### src/hdl/ulcd_pkg.sv
// Shared types, constants and decode functions for the static LCD segment driver.
// No dependencies; every other file of the block except ulcd_if imports this package.
`default_nettype none
package ulcd_pkg;

	localparam int FRAME_CHARS = 6;
	localparam int FILL_W      = $clog2(FRAME_CHARS + 1);
	localparam int IDX_W       = $clog2(FRAME_CHARS);
	localparam int SYM_W       = 5;
	localparam int TABLE_SIZE  = 21;
	localparam int QUEUE_DEPTH = 2;
	localparam int QPTR_W      = $clog2(QUEUE_DEPTH);
	localparam int QCNT_W      = $clog2(QUEUE_DEPTH + 1);

	// request kinds handed from front to back
	localparam logic [1:0] KIND_HOLD = 2'd0;  // byte stored, pins unchanged
	localparam logic [1:0] KIND_END  = 2'd1;  // frame end, decode and load
	localparam logic [1:0] KIND_TICK = 2'd2;  // frame tick, invert pins

	localparam logic [0:0] OP_BYTE = 1'b0;
	localparam logic [0:0] OP_TICK = 1'b1;

	localparam logic [SYM_W-1:0] SYM_UNKNOWN = 5'd1;

	localparam logic [7:0] PIN_WORD0_RST = 8'h7D;
	localparam logic [7:0] PIN_WORD1_RST = 8'hFF;
	localparam logic [7:0] PIN_WORD2_RST = 8'h6D;
	localparam logic [7:0] PIN_WORD3_RST = 8'h5B;
	localparam logic [7:0] PIN_BLANK     = 8'hFF;

	localparam logic [7:0] SEG_TABLE [TABLE_SIZE] = '{
		8'h3F, 8'h06, 8'h5B, 8'h4F, 8'h66, 8'h6D, 8'h7D, 8'h07, 8'hFF, 8'h6F,
		8'h58, 8'h38, 8'h5C, 8'h78, 8'h5E, 8'h1C, 8'h73, 8'h40, 8'hF7, 8'hD4, 8'h50
	};

	typedef struct packed {
		logic             stop;
		logic [SYM_W-1:0] sym;
	} dec_t;

	typedef struct packed {
		logic [1:0]                   kind;
		dec_t [FRAME_CHARS-1:0]       dec;
	} cmd_t;

	typedef struct packed {
		logic valid;
		cmd_t cmd;
	} qhead_t;

	function automatic dec_t decode_char(input logic [7:0] c);
		dec_t d;
		d.stop = 1'b0;
		d.sym  = SYM_UNKNOWN;
		if (c >= 8'h30 && c <= 8'h39) begin
			d.sym = SYM_W'(c - 8'h30);
		end else begin
			unique case (c)
				8'h63: d.sym = 5'd10;  // c
				8'h4C: d.sym = 5'd11;  // L
				8'h6F: d.sym = 5'd12;  // o
				8'h74: d.sym = 5'd13;  // t
				8'h64: d.sym = 5'd14;  // d
				8'h75: d.sym = 5'd15;  // u
				8'h70: d.sym = 5'd16;  // p
				8'h2D: d.sym = 5'd17;  // -
				8'h73: d.sym = 5'd5;   // s
				8'h2E: d.sym = 5'd1;   // .
				8'h2C: d.sym = 5'd0;   // ,
				8'h3A: d.sym = 5'd1;   // :
				8'h3B: d.sym = 5'd0;   // ;
				8'h61: d.sym = 5'd18;  // a
				8'h6D: d.sym = 5'd19;  // m
				8'h72: d.sym = 5'd20;  // r
				8'h78: d.stop = 1'b1;  // x blanks the display
				default: d.sym = SYM_UNKNOWN;
			endcase
		end
		return d;
	endfunction

	function automatic logic [7:0] pattern(input logic [SYM_W-1:0] sym);
		logic [7:0] p;
		if (32'(sym) < TABLE_SIZE) p = SEG_TABLE[sym];
		else p = SEG_TABLE[1];
		return p;
	endfunction

endpackage
`default_nettype wire

### src/hdl/ulcd_if.sv
// Valid/ready channel interfaces for the request and result sides.
// Depends on nothing; payload fields follow the block's item layout.
`default_nettype none
interface ulcd_in_if;
	logic       valid;
	logic       ready;
	logic       operation;
	logic [7:0] rx_byte;

	modport source (output valid, output operation, output rx_byte, input ready);
	modport sink   (input valid, input operation, input rx_byte, output ready);
endinterface

interface ulcd_out_if;
	logic       valid;
	logic       ready;
	logic       backplane;
	logic [7:0] seg_word0;
	logic [7:0] seg_word1;
	logic [7:0] seg_word2;
	logic [7:0] seg_word3;
	logic       extra_seg_a;
	logic       extra_seg_b;
	logic       sleep_request;

	modport source (output valid, output backplane, output seg_word0, output seg_word1,
		output seg_word2, output seg_word3, output extra_seg_a, output extra_seg_b,
		output sleep_request, input ready);
	modport sink   (input valid, input backplane, input seg_word0, input seg_word1,
		input seg_word2, input seg_word3, input extra_seg_a, input extra_seg_b,
		input sleep_request, output ready);
endinterface
`default_nettype wire

### src/hdl/ulcd_front.sv
// Front end: accepts requests, buffers frame characters and classifies each request.
// Depends on ulcd_pkg and ulcd_in_if.
`default_nettype none
module ulcd_front (
	input  wire logic         clk,
	input  wire logic         arst_n,
	ulcd_in_if.sink           in_ch,
	input  wire logic         q_full,
	output logic              push,
	output ulcd_pkg::cmd_t    push_cmd
);
	import ulcd_pkg::*;

	logic [7:0]        char_q [FRAME_CHARS];
	logic [FILL_W-1:0] fill_q;
	logic              store;

	assign in_ch.ready = !q_full;
	assign push        = in_ch.valid && !q_full;

	assign store = (in_ch.operation == OP_BYTE) && (in_ch.rx_byte != 8'h00)
		&& (32'(fill_q) < FRAME_CHARS);

	always_comb begin
		if (in_ch.operation == OP_TICK) push_cmd.kind = KIND_TICK;
		else if (store) push_cmd.kind = KIND_HOLD;
		else push_cmd.kind = KIND_END;
		for (int i = 0; i < FRAME_CHARS; i++) begin
			push_cmd.dec[i] = decode_char(char_q[i]);
		end
	end

	always_ff @(posedge clk or negedge arst_n) begin
		if (!arst_n) begin
			fill_q <= '0;
			for (int i = 0; i < FRAME_CHARS; i++) char_q[i] <= 8'h00;
		end else if (push) begin
			if (store) begin
				char_q[fill_q[IDX_W-1:0]] <= in_ch.rx_byte;
				fill_q <= fill_q + FILL_W'(1);
			end else if (in_ch.operation == OP_BYTE) begin
				fill_q <= '0;
			end
		end
	end
endmodule
`default_nettype wire

### src/hdl/ulcd_queue.sv
// Two-entry request queue between front and back end.
// Depends on ulcd_pkg.
`default_nettype none
module ulcd_queue (
	input  wire logic         clk,
	input  wire logic         arst_n,
	input  wire logic         push,
	input  wire ulcd_pkg::cmd_t push_cmd,
	output logic              full,
	input  wire logic         pop,
	output ulcd_pkg::qhead_t  head
);
	import ulcd_pkg::*;

	cmd_t              mem_q [QUEUE_DEPTH];
	logic [QPTR_W-1:0] wr_q;
	logic [QPTR_W-1:0] rd_q;
	logic [QCNT_W-1:0] cnt_q;
	logic              do_pop;

	assign full       = (32'(cnt_q) == QUEUE_DEPTH);
	assign head.valid = (cnt_q != '0);
	assign head.cmd   = mem_q[rd_q];
	assign do_pop     = pop && head.valid;

	always_ff @(posedge clk) begin
		if (push) mem_q[wr_q] <= push_cmd;
	end

	always_ff @(posedge clk or negedge arst_n) begin
		if (!arst_n) begin
			wr_q  <= '0;
			rd_q  <= '0;
			cnt_q <= '0;
		end else begin
			if (push) wr_q <= wr_q + QPTR_W'(1);
			if (do_pop) rd_q <= rd_q + QPTR_W'(1);
			if (push && !do_pop) cnt_q <= cnt_q + QCNT_W'(1);
			else if (do_pop && !push) cnt_q <= cnt_q - QCNT_W'(1);
		end
	end
endmodule
`default_nettype wire

### src/hdl/ulcd_back.sv
// Back end: applies queued requests to the symbol and pin state, drives the result register.
// Depends on ulcd_pkg and ulcd_out_if.
`default_nettype none
module ulcd_back (
	input  wire logic         clk,
	input  wire logic         arst_n,
	input  wire ulcd_pkg::qhead_t head,
	output logic              pop,
	ulcd_out_if.source        out_ch
);
	import ulcd_pkg::*;

	logic [SYM_W-1:0] sym_q [FRAME_CHARS];
	logic [SYM_W-1:0] sym_n [FRAME_CHARS];
	logic             stop_q, discard_q, valid_q, sleep_q;
	logic [7:0]       w0_q, w1_q, w2_q, w3_q;
	logic [2:0]       com_q;
	logic             stop_n;
	logic [7:0]       t0, t1, t2, t3;

	assign pop = head.valid && (!valid_q || out_ch.ready);

	// frame-end decode: merge new symbols, 'x' positions keep the old one
	always_comb begin
		stop_n = stop_q;
		for (int i = 0; i < FRAME_CHARS; i++) begin
			if (head.cmd.dec[i].stop) begin
				sym_n[i] = sym_q[i];
				stop_n   = 1'b1;
			end else begin
				sym_n[i] = head.cmd.dec[i].sym;
			end
		end
		t0 = pattern(sym_n[0]);
		t1 = pattern(sym_n[1]);
		t2 = pattern(sym_n[2]);
		t3 = pattern(sym_n[3]);
	end

	always_ff @(posedge clk or negedge arst_n) begin
		if (!arst_n) begin
			valid_q   <= 1'b0;
			sleep_q   <= 1'b0;
			stop_q    <= 1'b0;
			discard_q <= 1'b0;
			w0_q      <= PIN_WORD0_RST;
			w1_q      <= PIN_WORD1_RST;
			w2_q      <= PIN_WORD2_RST;
			w3_q      <= PIN_WORD3_RST;
			com_q     <= 3'b000;
			for (int i = 0; i < FRAME_CHARS; i++) sym_q[i] <= '0;
		end else begin
			if (pop) begin
				valid_q <= 1'b1;
				sleep_q <= 1'b0;
				unique case (head.cmd.kind)
					KIND_END: begin
						if (discard_q) begin
							discard_q <= 1'b0;
						end else begin
							for (int i = 0; i < FRAME_CHARS; i++) sym_q[i] <= sym_n[i];
							stop_q <= stop_n;
							if (stop_n) begin
								w0_q  <= PIN_BLANK;
								w1_q  <= PIN_BLANK;
								w2_q  <= PIN_BLANK;
								w3_q  <= PIN_BLANK;
								com_q <= 3'b111;
							end else begin
								w0_q  <= {t3[6], t0[6:0]};
								w1_q  <= {t2[6], t1[6:0]};
								w2_q  <= t2;
								w3_q  <= t3;
								com_q <= {sym_n[5][0], sym_n[4][0], 1'b0};
							end
						end
					end
					KIND_TICK: begin
						w0_q  <= ~w0_q;
						w1_q  <= ~w1_q;
						w2_q  <= ~w2_q;
						w3_q  <= ~w3_q;
						com_q <= ~com_q;
						if (stop_q) begin
							stop_q    <= 1'b0;
							discard_q <= 1'b1;
							sleep_q   <= 1'b1;
						end
					end
					KIND_HOLD: ;
					default: ;
				endcase
			end else if (out_ch.ready) begin
				valid_q <= 1'b0;
			end
		end
	end

	assign out_ch.valid         = valid_q;
	assign out_ch.backplane     = com_q[0];
	assign out_ch.extra_seg_a   = com_q[1];
	assign out_ch.extra_seg_b   = com_q[2];
	assign out_ch.seg_word0     = w0_q;
	assign out_ch.seg_word1     = w1_q;
	assign out_ch.seg_word2     = w2_q;
	assign out_ch.seg_word3     = w3_q;
	assign out_ch.sleep_request = sleep_q;
endmodule
`default_nettype wire

### src/hdl/uart_static_lcd_segment_driver.sv
// Top level of the static LCD seven-segment driver fed by received serial bytes.
// Depends on ulcd_pkg, ulcd_if, ulcd_front, ulcd_queue and ulcd_back.
//
// Usage:
//   in_ch  : requests. operation 0 carries a received byte in rx_byte,
//            operation 1 is a display frame tick (rx_byte ignored).
//   out_ch : one result per request, the pin levels after that request
//            plus sleep_request, which is 1 only on the tick that ends a
//            blanked display.
// A frame is up to six characters closed by a zero byte or by a seventh
// byte (not stored); at frame end (bar the first after a sleep tick) the
// buffer is decoded and the segment ports are loaded. Ticks invert every
// pin for AC drive. Timing: an accepted request enters the request queue,
// then the back end pops, decodes and registers it as the result; one
// request per cycle is sustained while out_ch.ready is high.
// Reset: pins return to their power-up pattern, the character buffer and
// symbols clear, no result is pending.
// Stall: while a result waits and out_ch.ready is low the result register
// holds; the queue absorbs up to two more requests before in_ch.ready drops.
`default_nettype none
module uart_static_lcd_segment_driver (
	input  wire logic  clk,
	input  wire logic  arst_n,
	ulcd_in_if.sink    in_ch,
	ulcd_out_if.source out_ch
);
	import ulcd_pkg::*;

	logic   push;
	cmd_t   push_cmd;
	logic   q_full;
	logic   pop;
	qhead_t head;

	// front: character buffer and request classification
	ulcd_front u_front (
		.clk      (clk),
		.arst_n   (arst_n),
		.in_ch    (in_ch),
		.q_full   (q_full),
		.push     (push),
		.push_cmd (push_cmd)
	);

	// short queue decoupling the two halves
	ulcd_queue u_queue (
		.clk      (clk),
		.arst_n   (arst_n),
		.push     (push),
		.push_cmd (push_cmd),
		.full     (q_full),
		.pop      (pop),
		.head     (head)
	);

	// back: symbol/pin state and result register
	ulcd_back u_back (
		.clk    (clk),
		.arst_n (arst_n),
		.head   (head),
		.pop    (pop),
		.out_ch (out_ch)
	);
endmodule
`default_nettype wire
### src/flat_wrapper.sv
// flat-port wrapper written by rule: the top's interface ports become plain ports
module uart_static_lcd_segment_driver_flat import ulcd_pkg::*;
  (clk, arst_n, in_ch_valid, in_ch_operation, in_ch_rx_byte, in_ch_ready, out_ch_valid, out_ch_backplane, out_ch_seg_word0, out_ch_seg_word1, out_ch_seg_word2, out_ch_seg_word3, out_ch_extra_seg_a, out_ch_extra_seg_b, out_ch_sleep_request, out_ch_ready);
  ulcd_in_if in_ch_i ();
  ulcd_out_if out_ch_i ();
  input  wire logic clk;
  input  wire logic arst_n;
  input wire logic [$bits(in_ch_i.valid)-1:0] in_ch_valid;
  input wire logic [$bits(in_ch_i.operation)-1:0] in_ch_operation;
  input wire logic [$bits(in_ch_i.rx_byte)-1:0] in_ch_rx_byte;
  output wire logic [$bits(in_ch_i.ready)-1:0] in_ch_ready;
  output wire logic [$bits(out_ch_i.valid)-1:0] out_ch_valid;
  output wire logic [$bits(out_ch_i.backplane)-1:0] out_ch_backplane;
  output wire logic [$bits(out_ch_i.seg_word0)-1:0] out_ch_seg_word0;
  output wire logic [$bits(out_ch_i.seg_word1)-1:0] out_ch_seg_word1;
  output wire logic [$bits(out_ch_i.seg_word2)-1:0] out_ch_seg_word2;
  output wire logic [$bits(out_ch_i.seg_word3)-1:0] out_ch_seg_word3;
  output wire logic [$bits(out_ch_i.extra_seg_a)-1:0] out_ch_extra_seg_a;
  output wire logic [$bits(out_ch_i.extra_seg_b)-1:0] out_ch_extra_seg_b;
  output wire logic [$bits(out_ch_i.sleep_request)-1:0] out_ch_sleep_request;
  input wire logic [$bits(out_ch_i.ready)-1:0] out_ch_ready;
  assign in_ch_i.valid = in_ch_valid;
  assign in_ch_i.operation = in_ch_operation;
  assign in_ch_i.rx_byte = in_ch_rx_byte;
  assign in_ch_ready = in_ch_i.ready;
  assign out_ch_valid = out_ch_i.valid;
  assign out_ch_backplane = out_ch_i.backplane;
  assign out_ch_seg_word0 = out_ch_i.seg_word0;
  assign out_ch_seg_word1 = out_ch_i.seg_word1;
  assign out_ch_seg_word2 = out_ch_i.seg_word2;
  assign out_ch_seg_word3 = out_ch_i.seg_word3;
  assign out_ch_extra_seg_a = out_ch_i.extra_seg_a;
  assign out_ch_extra_seg_b = out_ch_i.extra_seg_b;
  assign out_ch_sleep_request = out_ch_i.sleep_request;
  assign out_ch_i.ready = out_ch_ready;
  uart_static_lcd_segment_driver u_core (.clk(clk), .arst_n(arst_n), .in_ch(in_ch_i), .out_ch(out_ch_i));
endmodule
### config.mk
export PLATFORM = sky130hd
export DESIGN_NAME = uart_static_lcd_segment_driver_flat
export DESIGN_NICKNAME = d
export VERILOG_FILES = /design/src/hdl/ulcd_pkg.sv /design/src/hdl/ulcd_if.sv /design/src/hdl/ulcd_front.sv /design/src/hdl/ulcd_queue.sv /design/src/hdl/ulcd_back.sv /design/src/hdl/uart_static_lcd_segment_driver.sv /design/src/flat_wrapper.sv
export SDC_FILE = /design/constraint.sdc
export NUM_CORES = 1
export LEC_CHECK = 0
export ABC_AREA = 1
export BUFFER_PORTS_ARGS = -buffer_cell sky130_fd_sc_hd__buf_2
export CORE_MARGIN = 2
export CORE_UTILIZATION = 61
export DETAILED_ROUTE_END_ITERATION = 8
export PLACE_DENSITY = 0.91
export SYNTH_ARGS = -nofsm -noshare
export SYNTH_HDL_FRONTEND = slang
export SYNTH_SLANG_ARGS = --single-unit
### constraint.sdc
create_clock -name clk -period 2.55 [get_ports clk]
set_input_delay 0.1275 -clock clk [delete_from_list [all_inputs] [get_ports clk]]
set_output_delay 0.1275 -clock clk [all_outputs]
set_load 0.1 [all_outputs]
==> impl_metrics.json <==
{
  "ff2ff_path_depth": 12,
  "hold_class": "primary input to async pin",
  "core_um2": 17200,
  "synthDistinctLibCells": 46,
  "finalCriticalPeriod_ns": 2.35,
  "synth_cells": 1457,
  "layout_common_cells": "nand2_1, inv_1, nor2_1",
  "clock-root-buffer": "clkbuf_16",
  "grt_pass1_vias": 8617,
  "syn_area_um2": 10700,
  "rsz0062_at_grt": "true",
  "fin_skew_ns": 0.00888,
  "numCtsBuffers": 17,
  "layout_commonest_cell": "nand2_1",
  "cp_data_required_time_ns": 2.92,
  "firstDrtPassIters": 5,
  "r2r_end": "u_core.u_back.out_ch.seg_word2[3]$_DFFE_PN1P_",
  "worst_setup_path_start_kind": "flop",
  "initial_core_util_pct": 62.1,
  "antenna_left": 0,
  "drcViolationCount": 0,
  "worst-path-max-fanout": 20,
  "r2r_slack_ns": 0.20,
  "placed_area_um2": 11200,
  "insertion_delay_ns": 0.44,
  "pin_count": 51,
  "r2r-start": "u_core.u_queue.rd_q$_DFFE_PN0P_",
  "clock-sinks": 176,
  "finish.instance_area_um2": 11700,
  "dieArea_um2": 18600,
  "worstSetupPathType": "flop to flop",
  "grt_pass1_wl_mm": 39.8,
  "wl_per_cell_um": 13.6,
  "synth-async-reset-ratio_pct": 65.9,
  "setup_violations": 0,
  "nNetsFinal": 1555,
  "nFillCells": 1374,
  "clockBufferDepth": 2,
  "die_h_um": 136,
  "drv_cap": 0,
  "syn-num-nets": 1500,
  "cts_tree": "yes",
  "overflow": 0,
  "rows": 48,
  "synth-seq-cells": 176,
  "fmax_ghz": 0.426,
  "ys.flop_type": "dfrtp_1",
  "cp-end-kind": "flop",
  "area.growth.synth_to_final_pct": 9.82,
  "clk_pin_slew_ns": 0.07,
  "die_x_um": 136,
  "globalplace.congestion": 0.970,
  "yosysTopAreaCell": "dfrtp_1",
  "synth_area_per_cell_um2": 7.34,
  "htreeDepth": 4,
  "drt_iter0_drc": 849,
  "n_antenna_cell": 0,
  "status": "complete, no violations",
  "grt_antenna_before_repair": 0,
  "routed_via_density": 5.43,
  "ys.warnings.count": 0,
  "synth.top_cell.area_share_pct": 21.5,
  "drv_slew": 0,
  "fin_crit_sh_pct": 92.1,
  "grt_use_total_pct": 26.7,
  "crit_path_end": "u_core.u_back.out_ch.seg_word2[3]$_DFFE_PN1P_",
  "final-hold-violation-count": 0,
  "slew-limit-headroom_pct": 61.9,
  "dp_hpwl_mm": 17.2,
  "crit_arrival_ns": 2.72,
  "drive_gt1_share_pct": 12.2,
  "synth_seq_area_share_pct": 44.3,
  "grt_max_degree": 62,
  "tightest_slew_ns": 0.567,
  "via_count": 9502,
  "wl_mm": 23.9,
  "synth_area_leaders": "dfrtp_1, edfxtp_1, nand2_1",
  "crit_start": "u_core.u_queue.rd_q$_DFFE_PN0P_",
  "synth-edff-count": 60,
  "whs_ns": 0.0850,
  "io_buffer_count": 50
}
[repair_timing]
action	CTS	global route
setup endpoints to repair	0	9
gates resized for setup	0	4
setup buffers	0	0
hold buffers	3	0
endpoints found under the hold margin	71	0
[synth_stat cells, types with 5 or more instances]
cell type,instances
a21oi_1,44
a21oi_2,5
a31oi_1,5
buf_6,7
clkbuf_1,14
dfrtp_1,92
dfstp_2,24
edfxtp_1,60
ha_1,30
inv_1,186
inv_2,7
nand2_1,474
nand2_2,17
nand2_4,8
nand3_1,106
nand4_1,18
nor2_1,153
nor2_2,8
nor3_1,30
nor4_1,7
o211ai_1,8
o21ai_0,101
o21ai_1,9
[cells by family after synthesis]
group | after synthesis | synth area share, %
simple gates | 838 | 33.6
buf+inv | 226 | 8.80
compound gates | 183 | 9.54
flops | 176 | 44.3
fa+ha+maj | 30 | 3.51
xor+xnor | 4 | 0.328
[worst max-delay path: stages (launching register included)]
cell     delay [ns]
dfrtp_1        0.44
inv_4          0.26
nand2_2        0.17
nand2_1        0.23
nand2_1        0.09
nand2_1        0.22
inv_1          0.16
ha_1           0.24
inv_1          0.07
nand3_1        0.07
o21ai_1        0.10
nand3_1        0.09
a21oi_1        0.14
[routing by layer]
layer  GRT usage [%]  vias to the layer above  wire, um
met5               0                        -         0
met4            8.74                        0       405
met3            4.88                       42      1270
met2            44.2                      331     11500
met1            35.5                     4358     10700
li1                -                     4771         -
[state kept, by name (all words and copies together), names as in the netlist]
| signal | cells |
|---|---|
| u_core.u_queue.rd_q | 1 |
| u_core.u_front.fill_q | 3 |
| u_core.u_back.out_ch.seg_word0 | 8 |
| u_core.u_queue.cnt_q | 2 |
| u_core.u_back.out_ch.seg_word3 | 8 |
| u_core.u_back.stop_q | 1 |
| u_core.u_queue.mem_q | 60 |
| u_core.u_queue.wr_q | 1 |
| u_core.u_back.out_ch.valid | 1 |
| u_core.u_back.out_ch.seg_word2 | 8 |
| u_core.u_front.char_q | 48 |
| u_core.u_back.out_ch.sleep_request | 1 |
| u_core.u_back.sym_q | 22 |
| u_core.u_back.out_ch.seg_word1 | 8 |
| u_core.u_back.discard_q | 1 |
| u_core.u_back.com_q | 3 |
[area by class of cell]
class | count | area (um^2) | share of cell area (%)
multi-input combinational | 1055 | 5040 | 42.9
sequential | 176 | 4730 | 40.3
inverter | 196 | 747 | 6.36
clock buffer | 19 | 444 | 3.78
timing repair buffer | 66 | 405 | 3.45
tap | 225 | 282 | 2.40
clock inverter | 13 | 98.8 | 0.841
[worst min-delay path by stage]
| stage | start | cells after the start | to |
|---|---|---|---|
| after floorplan | arst_n | 0 | u_core.u_back.com_q[0]$_DFFE_PN0P_ |
| after global placement | arst_n | 1 | u_core.u_back.sym_q[21]$_DFFE_PN0P_ |
| after detailed placement | arst_n | 1 | u_core.u_back.sym_q[21]$_DFFE_PN0P_ |
| after CTS | arst_n | 2 | u_core.u_back.sym_q[21]$_DFFE_PN0P_ |
| after global routing | arst_n | 2 | u_core.u_back.sym_q[21]$_DFFE_PN0P_ |
| final | arst_n | 2 | u_core.u_back.sym_q[21]$_DFFE_PN0P_ |
[per-stage QoR]
step                      util [%]  instances  TNS (ns)  setup WS, ns
final                         68.2       1750         0         0.201
after detailed placement      64.8       1715         0         0.222
after floorplan                  -       1457     -8.54        -0.152
after global placement        64.8       1715         0         0.274
after CTS                     68.1       1750         0         0.207
after global routing          68.2       1750   -0.0465       -0.0291
Power is left out: the tool's default activity adds up to more than one toggle a clock period on the data nets, which glitch-free logic cannot reach.
